==> src/rtl/swt_pkg.sv <==
package swt_pkg;

   localparam int MAX_WORDS = 255;
   localparam logic [7:0] COUNT_LIMIT = 8'((MAX_WORDS < 255) ? MAX_WORDS : 255);

   localparam int QDEPTH = 4;
   localparam int QPTR_W = $clog2(QDEPTH);
   localparam int QCNT_W = $clog2(QDEPTH + 1);

   localparam logic [7:0] CH_END   = 8'h00;
   localparam logic [7:0] CH_TAB   = 8'h09;
   localparam logic [7:0] CH_NL    = 8'h0A;
   localparam logic [7:0] CH_SPACE = 8'h20;
   localparam logic [7:0] CH_DQ    = 8'h22;
   localparam logic [7:0] CH_DOLL  = 8'h24;
   localparam logic [7:0] CH_SQ    = 8'h27;
   localparam logic [7:0] CH_BSL   = 8'h5C;
   localparam logic [7:0] CH_BTICK = 8'h60;

   typedef enum logic [1:0] {
      KIND_BYTE = 2'd0,
      KIND_END  = 2'd1,
      KIND_DONE = 2'd2,
      KIND_ERR  = 2'd3
   } kind_type;

   typedef enum logic [2:0] {
      M_BETWEEN = 3'd0,
      M_WORD    = 3'd1,
      M_SQ      = 3'd2,
      M_DQ      = 3'd3,
      M_DQ_BS   = 3'd4,
      M_BS      = 3'd5
   } mode_type;

   typedef struct packed {
      kind_type   kind;
      logic [7:0] byte_val;
      logic [7:0] count;
      logic       last;
   } entry_type;

   // Up to two results produced by one accepted byte.
   typedef struct packed {
      logic [1:0] num;
      entry_type  e0;
      entry_type  e1;
   } push_type;

   function automatic logic is_sep(input logic [7:0] c);
      return (c == CH_SPACE) || (c == CH_TAB) || (c == CH_NL);
   endfunction

   function automatic logic dq_escapable(input logic [7:0] c);
      return (c == CH_DOLL) || (c == CH_BTICK) || (c == CH_BSL) || (c == CH_DQ);
   endfunction

endpackage

==> src/rtl/swt_lexer.sv <==
module swt_lexer (
   input  logic              clock,
   input  logic              reset,
   input  logic              fire,
   input  logic [7:0]        char_in,
   output swt_pkg::push_type push
);
   import swt_pkg::*;

   mode_type   mode_ff, mode_in;
   logic [7:0] words_ff, words_in;
   logic [7:0] words_inc;

   assign words_inc = (words_ff < COUNT_LIMIT) ? words_ff + 8'd1 : words_ff;

   always_ff @(posedge clock) begin
      if (reset) begin
         mode_ff  <= M_BETWEEN;
         words_ff <= '0;
      end else if (fire) begin
         mode_ff  <= mode_in;
         words_ff <= words_in;
      end
   end

   always_comb begin
      push           = '0;
      push.e0.kind   = KIND_BYTE;
      push.e1.kind   = KIND_BYTE;
      push.e0.count  = words_ff;
      push.e1.count  = words_ff;
      mode_in        = mode_ff;
      words_in       = words_ff;

      unique case (mode_ff)
         M_WORD: begin
            if (char_in == CH_END) begin
               // word end then done, both carry the bumped count
               push.num      = 2'd2;
               push.e0.kind  = KIND_END;
               push.e0.count = words_inc;
               push.e1.kind  = KIND_DONE;
               push.e1.count = words_inc;
               mode_in       = M_BETWEEN;
               words_in      = '0;
            end else if (is_sep(char_in)) begin
               push.num      = 2'd1;
               push.e0.kind  = KIND_END;
               push.e0.count = words_inc;
               words_in      = words_inc;
               mode_in       = M_BETWEEN;
            end else if (char_in == CH_SQ) begin
               mode_in = M_SQ;
            end else if (char_in == CH_DQ) begin
               mode_in = M_DQ;
            end else if (char_in == CH_BSL) begin
               mode_in = M_BS;
            end else begin
               push.num         = 2'd1;
               push.e0.byte_val = char_in;
               mode_in          = M_WORD;
            end
         end
         M_SQ: begin
            if (char_in == CH_END) begin
               push.num     = 2'd1;
               push.e0.kind = KIND_ERR;
               mode_in      = M_BETWEEN;
               words_in     = '0;
            end else if (char_in == CH_SQ) begin
               mode_in = M_WORD;
            end else begin
               push.num         = 2'd1;
               push.e0.byte_val = char_in;
            end
         end
         M_DQ: begin
            if (char_in == CH_END) begin
               push.num     = 2'd1;
               push.e0.kind = KIND_ERR;
               mode_in      = M_BETWEEN;
               words_in     = '0;
            end else if (char_in == CH_DQ) begin
               mode_in = M_WORD;
            end else if (char_in == CH_BSL) begin
               mode_in = M_DQ_BS;
            end else begin
               push.num         = 2'd1;
               push.e0.byte_val = char_in;
            end
         end
         M_DQ_BS: begin
            if (char_in == CH_END) begin
               push.num     = 2'd1;
               push.e0.kind = KIND_ERR;
               mode_in      = M_BETWEEN;
               words_in     = '0;
            end else if (dq_escapable(char_in)) begin
               push.num         = 2'd1;
               push.e0.byte_val = char_in;
               mode_in          = M_DQ;
            end else begin
               // backslash kept before a non-special byte
               push.num         = 2'd2;
               push.e0.byte_val = CH_BSL;
               push.e1.byte_val = char_in;
               mode_in          = M_DQ;
            end
         end
         M_BS: begin
            if (char_in == CH_END) begin
               push.num     = 2'd1;
               push.e0.kind = KIND_ERR;
               mode_in      = M_BETWEEN;
               words_in     = '0;
            end else begin
               push.num         = 2'd1;
               push.e0.byte_val = char_in;
               mode_in          = M_WORD;
            end
         end
         default: begin
            // between words; unused codes land here too
            mode_in = M_BETWEEN;
            if (char_in == CH_END) begin
               push.num     = 2'd1;
               push.e0.kind = (words_ff != 8'd0) ? KIND_DONE : KIND_ERR;
               words_in     = '0;
            end else if (is_sep(char_in)) begin
               mode_in = M_BETWEEN;
            end else if (char_in == CH_SQ) begin
               mode_in = M_SQ;
            end else if (char_in == CH_DQ) begin
               mode_in = M_DQ;
            end else if (char_in == CH_BSL) begin
               mode_in = M_BS;
            end else begin
               push.num         = 2'd1;
               push.e0.byte_val = char_in;
               mode_in          = M_WORD;
            end
         end
      endcase

      push.e0.last = (push.num == 2'd1);
      push.e1.last = 1'b1;
   end

endmodule

==> src/rtl/swt_out_queue.sv <==
module swt_out_queue (
   input  logic               clock,
   input  logic               reset,
   input  swt_pkg::push_type  push,
   output logic               space_ok,
   output logic               out_valid,
   input  logic               out_ready,
   output swt_pkg::entry_type out_entry
);
   import swt_pkg::*;

   entry_type          slot_ff [QDEPTH];
   logic [QPTR_W-1:0]  wr_ptr_ff, wr_ptr_in;
   logic [QPTR_W-1:0]  rd_ptr_ff, rd_ptr_in;
   logic [QCNT_W-1:0]  cnt_ff, cnt_in;
   logic [QPTR_W-1:0]  wr_ptr_nx;
   logic               pop;

   assign pop       = out_valid && out_ready;
   assign out_valid = (cnt_ff != '0);
   assign out_entry = slot_ff[rd_ptr_ff];
   assign space_ok  = (cnt_ff <= QCNT_W'(QDEPTH - 2));
   assign wr_ptr_nx = wr_ptr_ff + QPTR_W'(1);

   always_comb begin
      wr_ptr_in = wr_ptr_ff + QPTR_W'(push.num);
      rd_ptr_in = pop ? rd_ptr_ff + QPTR_W'(1) : rd_ptr_ff;
      cnt_in    = cnt_ff + QCNT_W'(push.num) - QCNT_W'(pop);
   end

   always_ff @(posedge clock) begin
      if (reset) begin
         wr_ptr_ff <= '0;
         rd_ptr_ff <= '0;
         cnt_ff    <= '0;
      end else begin
         wr_ptr_ff <= wr_ptr_in;
         rd_ptr_ff <= rd_ptr_in;
         cnt_ff    <= cnt_in;
      end
   end

   always_ff @(posedge clock) begin
      if (push.num != 2'd0) begin
         slot_ff[wr_ptr_ff] <= push.e0;
      end
      if (push.num == 2'd2) begin
         slot_ff[wr_ptr_nx] <= push.e1;
      end
   end

endmodule

==> src/rtl/shell_word_tokenizer.sv <==
// Channel | Ports                                          | Direction
// req     | req_valid, req_ready, req_char_in[7:0]         | in  (one byte per transaction)
// rsp     | rsp_valid, rsp_ready, rsp_kind[1:0],           | out (one result per transaction)
//         | rsp_byte_out[7:0], rsp_word_count[7:0], rsp_last|
//
// One byte is taken per cycle while req_ready is high; its results are written to the
// result queue at that edge and show on rsp the next cycle if the queue was empty.
// Bytes that give two results need two rsp transactions. The rate is set by the single
// read port of the four-entry queue: req_ready is high while two or more slots are free.
// Synchronous active-high reset clears the lexer mode, word counter and queue pointers.
// A stalled rsp side fills the queue and then drops req_ready until space returns.
module shell_word_tokenizer (
   input  logic       clock,
   input  logic       reset,
   input  logic       req_valid,
   output logic       req_ready,
   input  logic [7:0] req_char_in,
   output logic       rsp_valid,
   input  logic       rsp_ready,
   output logic [1:0] rsp_kind,
   output logic [7:0] rsp_byte_out,
   output logic [7:0] rsp_word_count,
   output logic       rsp_last
);
   import swt_pkg::*;

   logic      req_fire;
   push_type  lex_push;
   push_type  q_push;
   entry_type q_head;

   // transaction accepted on the input side
   assign req_fire = req_valid && req_ready;

   swt_lexer u_lexer (
      .clock   (clock),
      .reset   (reset),
      .fire    (req_fire),
      .char_in (req_char_in),
      .push    (lex_push)
   );

   // only an accepted byte writes into the queue
   always_comb begin
      q_push = lex_push;
      if (!req_fire) begin
         q_push.num = 2'd0;
      end
   end

   swt_out_queue u_queue (
      .clock     (clock),
      .reset     (reset),
      .push      (q_push),
      .space_ok  (req_ready),
      .out_valid (rsp_valid),
      .out_ready (rsp_ready),
      .out_entry (q_head)
   );

   assign rsp_kind       = q_head.kind;
   assign rsp_byte_out   = q_head.byte_val;
   assign rsp_word_count = q_head.count;
   assign rsp_last       = q_head.last;

endmodule

==> config.mk <==
export PLATFORM = sky130hd
export DESIGN_NAME = shell_word_tokenizer
export DESIGN_NICKNAME = d
export VERILOG_FILES = /design/src/rtl/swt_pkg.sv /design/src/rtl/swt_lexer.sv /design/src/rtl/swt_out_queue.sv /design/src/rtl/shell_word_tokenizer.sv
export SDC_FILE = /design/constraint.sdc
export NUM_CORES = 1
export LEC_CHECK = 0
export BUFFER_PORTS_ARGS = -buffer_cell sky130_fd_sc_hd__buf_4
export CAP_MARGIN = 20
export CORE_ASPECT_RATIO = 1.1
export CORE_MARGIN = 3
export CORE_UTILIZATION = 45
export CTS_CLUSTER_DIAMETER = 40
export DETAILED_ROUTE_END_ITERATION = 6
export GPL_ROUTABILITY_DRIVEN = 1
export GPL_TIMING_DRIVEN = 0
export SYNTH_ARGS = -nofsm -noshare
export SYNTH_HDL_FRONTEND = slang
export SYNTH_SLANG_ARGS = --single-unit
export TNS_END_PERCENT = 5
==> constraint.sdc <==
create_clock -name clock -period 10.39 [get_ports clock]
set_clock_uncertainty 0.1 [all_clocks]
set_input_delay 1.039 -clock clock [delete_from_list [all_inputs] [get_ports clock]]
set_output_delay 1.039 -clock clock [all_outputs]
set_load 0.05 [all_outputs]
==> load_flow_metrics.sql <==
INSERT INTO impl_metrics (metric_group, metric, value, unit) VALUES
('cells_and_area', 'post_route_cell_area', '6150', 'um2'),
('sta', 'tns', '0', 'ns'),
('setup_path', 'critical-path-max-stage-delay', '0.59', 'ns'),
('synthesis', 'netlist_instances', '530', ''),
('setup_path', 'path_class', 'input port to flip-flop', ''),
('hold_path', 'hold_path_startpoint', 'u_queue.slot_ff[2][0]', ''),
('synthesis', 'post_synth_main_area_contributors', 'sky130_fd_sc_hd__edfxtp_1, sky130_fd_sc_hd__dfxtp_1, sky130_fd_sc_hd__mux4_2, sky130_fd_sc_hd__nor2_1, sky130_fd_sc_hd__nand2_1', ''),
('setup_path', 'worstReg2RegStart', 'u_lexer.mode_ff[0]', ''),
('global_route', 'number_of_antenna_violations_at_the_first_check_in_global_routing', '0', ''),
('global_route', 'grt_pass1_vias', '4339', ''),
('hold_path', 'worstHoldPathType', 'flip-flop to flip-flop', ''),
('run_status', 'status', 'completed', ''),
('synthesis', 'number_of_flops_mapped_to_enable_cells_by_yosys', '68', ''),
('synthesis', 'synth.top_cells.by_count', 'sky130_fd_sc_hd__nor2_1, sky130_fd_sc_hd__edfxtp_1, sky130_fd_sc_hd__nand2_1', ''),
('sta', 'worst_hold_slack', '0.371', 'ns'),
('global_route', 'grt.overflow.total', '0', ''),
('synthesis', 'async_flop_share', '0', '%'),
('synthesis', 'mappedNetlistArea', '5470', 'um2'),
('setup_path', 'worst-endpoint-arrival', '4.28', 'ns'),
('sta', 'grt_setup_unrepaired', 'false', ''),
('place', 'place_hpwl', '11.0', 'mm'),
('floorplanning', 'i_o_pin_cnt', '33', ''),
('clock_network', 'cts_buffer_depth', '2', ''),
('cells_and_area', 'seq_area', '2600', 'um2'),
('cells_and_area', 'multiInputGateArea', '2680', 'um2'),
('cells_and_area', 'design.final.nets', '591', ''),
('drt', 'dr.max_layer_used', 'met4', ''),
('clock_network', 'cts_setup_buffers', '0', ''),
('sta', 'final.min_clock_period', '4.42', 'ns'),
('synthesis', 'synthMostInstantiatedCell', 'sky130_fd_sc_hd__nor2_1', ''),
('place', 'gp_routability_congestion', '0.918', ''),
('pwr', 'fin_total_pwr', '1.26', 'mW'),
('setup_path', 'worst-endpoint-required', '10.25', 'ns'),
('global_route', 'maximum_number_of_pins_on_one_net_before_global_route_repair', '19', ''),
('global_route', 'grt_first_pass_wirelength', '24.1', 'mm'),
('clock_network', 'clk_transition_reported_paths', '0.06', 'ns'),
('clock_network', 'cts_resized', '0', ''),
('floorplanning', 'floorplan.core_area', '11700', 'um2'),
('pwr', 'power_per_cell_area', '206', 'nW/um2'),
('floorplanning', 'die_footprint', '13500', 'um2'),
('clock_network', 'clock_sink_count', '96', ''),
('synthesis', 'yosys.area.top_type', 'sky130_fd_sc_hd__edfxtp_1', ''),
('cells_and_area', 'antenna_cells', '0', ''),
('sta', 'timing.final.ws_setup', '5.97', 'ns'),
('drt', 'avgViaCountPerCell', '6.22', ''),
('sta', 'number_of_hold_violations_in_the_final_report', '0', ''),
('drt', 'dr_wl_met3', '916', 'um'),
('setup_path', 'worstSetupStartpoint', 'req_char_in[0]', ''),
('setup_path', 'crit_path_cell_trace', 'buf_4, buf_2, or4_1, nor2_1, o41ai_1, a22oi_2, nand2_4, o22ai_2, inv_1', ''),
('flow_run', 'drv.max_cap_violation_count', '0', ''),
('place', 'detailedPlace.worstSlack', '5.62', 'ns'),
('synthesis', 'seq_total_area_yosys', '47.6', '%'),
('floorplanning', 'rows', '41', ''),
('drt', 'routedLengthMet1', '6.68', 'mm'),
('place', 'place.port_buffers', '31', ''),
('clock_network', 'cts_made_buffers', '9', ''),
('setup_path', 'worst_setup_path_end_kind', 'flip-flop', ''),
('pwr', 'leakage', '1.97', 'nW'),
('sta', 'timing.final.crit_share', '42.6', '%'),
('drt', 'via_count', '4515', ''),
('sta', 'finalSetupViolCount', '0', ''),
('sta', 'number_of_max_slew_violations_in_the_final_report', '0', ''),
('clock_network', 'tritoncts', 'done', ''),
('synthesis', 'post_synth_num_cell_types', '77', ''),
('clock_network', 'htree_levels', '3', ''),
('cells_and_area', 'fillCellCount', '1060', ''),
('place', 'detailed_place.area', '5890', 'um2'),
('sta', 'worstMarginPinSlew', '1.11', 'ns'),
('drt', 'drtIter0Drc', '431', ''),
('floorplanning', 'starting_density_of_the_core', '46.8', '%'),
('floorplanning', 'chipWidth', '111', 'um');
[power by group]
part	switching, mW	leakage (nW)	internal, mW
registers	0.0164	0.862	0.459
clock network	0.142	0.119	0.159
logic	0.317	0.991	0.171
[worst max-delay path, delay by kind of cell]
family	cells	cell delay, ns
simple gates	3	1.24
compound gates	3	1.18
buf+inv	3	0.80
[area by class of cell]
class | count | share of cell area, %
Clock buffer | 9 | 3.66
Sequential cell | 96 | 42.3
Timing Repair Buffer | 31 | 3.78
Multi-Input combinational cell | 385 | 43.5
Tap cell | 150 | 3.05
Inverter | 16 | 0.976
Clock inverter | 6 | 0.590
Buffer | 33 | 2.12
[kinds of logic after synthesis]
group	share of synthesized area (%)
simple gates	17.2
compound gates	18.9
buf+inv	3.48
xor+xnor	2.08
flops	47.6
fa+ha+maj	1.74
mux	8.97
[sequential cells by signal, indices dropped and copies added (netlist names), named ones only]
| name | cells |
|---|---|
| u_lexer.mode_ff | 3 |
| u_lexer.words_ff | 8 |
| u_queue.cnt_ff | 3 |
| u_queue.rd_ptr_ff | 2 |
| u_queue.slot_ff | 76 |
| u_queue.wr_ptr_ff | 2 |
[cells in the final DEF (no fill, tap or decap), types with 3 or more instances in the layout]
cell type	n
sky130_fd_sc_hd__edfxtp_1	68
sky130_fd_sc_hd__o21ai_0	21
sky130_fd_sc_hd__a32o_1	12
sky130_fd_sc_hd__mux4_2	19
sky130_fd_sc_hd__ha_1	6
sky130_fd_sc_hd__nor2_1	72
sky130_fd_sc_hd__a21boi_0	3
sky130_fd_sc_hd__a211oi_1	6
sky130_fd_sc_hd__clkbuf_1	25
sky130_fd_sc_hd__clkbuf_16	9
sky130_fd_sc_hd__nor4b_1	5
sky130_fd_sc_hd__nand3_1	15
sky130_fd_sc_hd__nor2b_1	4
sky130_fd_sc_hd__nand2_1	44
sky130_fd_sc_hd__a22oi_1	3
sky130_fd_sc_hd__mux2i_1	4
sky130_fd_sc_hd__inv_1	14
sky130_fd_sc_hd__and3_1	3
sky130_fd_sc_hd__dfxtp_1	28
sky130_fd_sc_hd__nor3_1	11
sky130_fd_sc_hd__buf_2	5
sky130_fd_sc_hd__o21a_1	5
sky130_fd_sc_hd__buf_1	3
sky130_fd_sc_hd__o22ai_1	20
sky130_fd_sc_hd__a31oi_1	4
sky130_fd_sc_hd__nand2b_1	4
sky130_fd_sc_hd__nor4_1	4
sky130_fd_sc_hd__or3_1	5
sky130_fd_sc_hd__and2_1	7
sky130_fd_sc_hd__buf_4	31
sky130_fd_sc_hd__o31ai_1	5
sky130_fd_sc_hd__a21oi_1	31
sky130_fd_sc_hd__a21o_1	3
sky130_fd_sc_hd__xnor2_1	11
[metrics by stage]
step | std cells | util [%]
floorplan | 530 | -
global placement | 711 | 50.4
detailed placement | 711 | 50.4
CTS | 726 | 52.6
global route | 726 | 52.6
finish | 726 | 52.6
[per-layer routing]
layer | vias up | GRT usage, %
li1 | 2103 | -
met5 | - | 0
met4 | 0 | 6.08
met3 | 24 | 3.38
met1 | 2218 | 31.6
met2 | 170 | 37.6
[final timing paths]
check                      endpoint  cells after the start  slack, ns
max          u_queue.slot_ff[0][10]                      9       5.97
min           u_queue.slot_ff[2][0]                      1       0.37
max reg2reg  u_queue.slot_ff[0][10]                      9       6.38
min reg2reg   u_queue.slot_ff[2][0]                      1       0.37
Note: power is estimated with default switching activity, not from simulation.
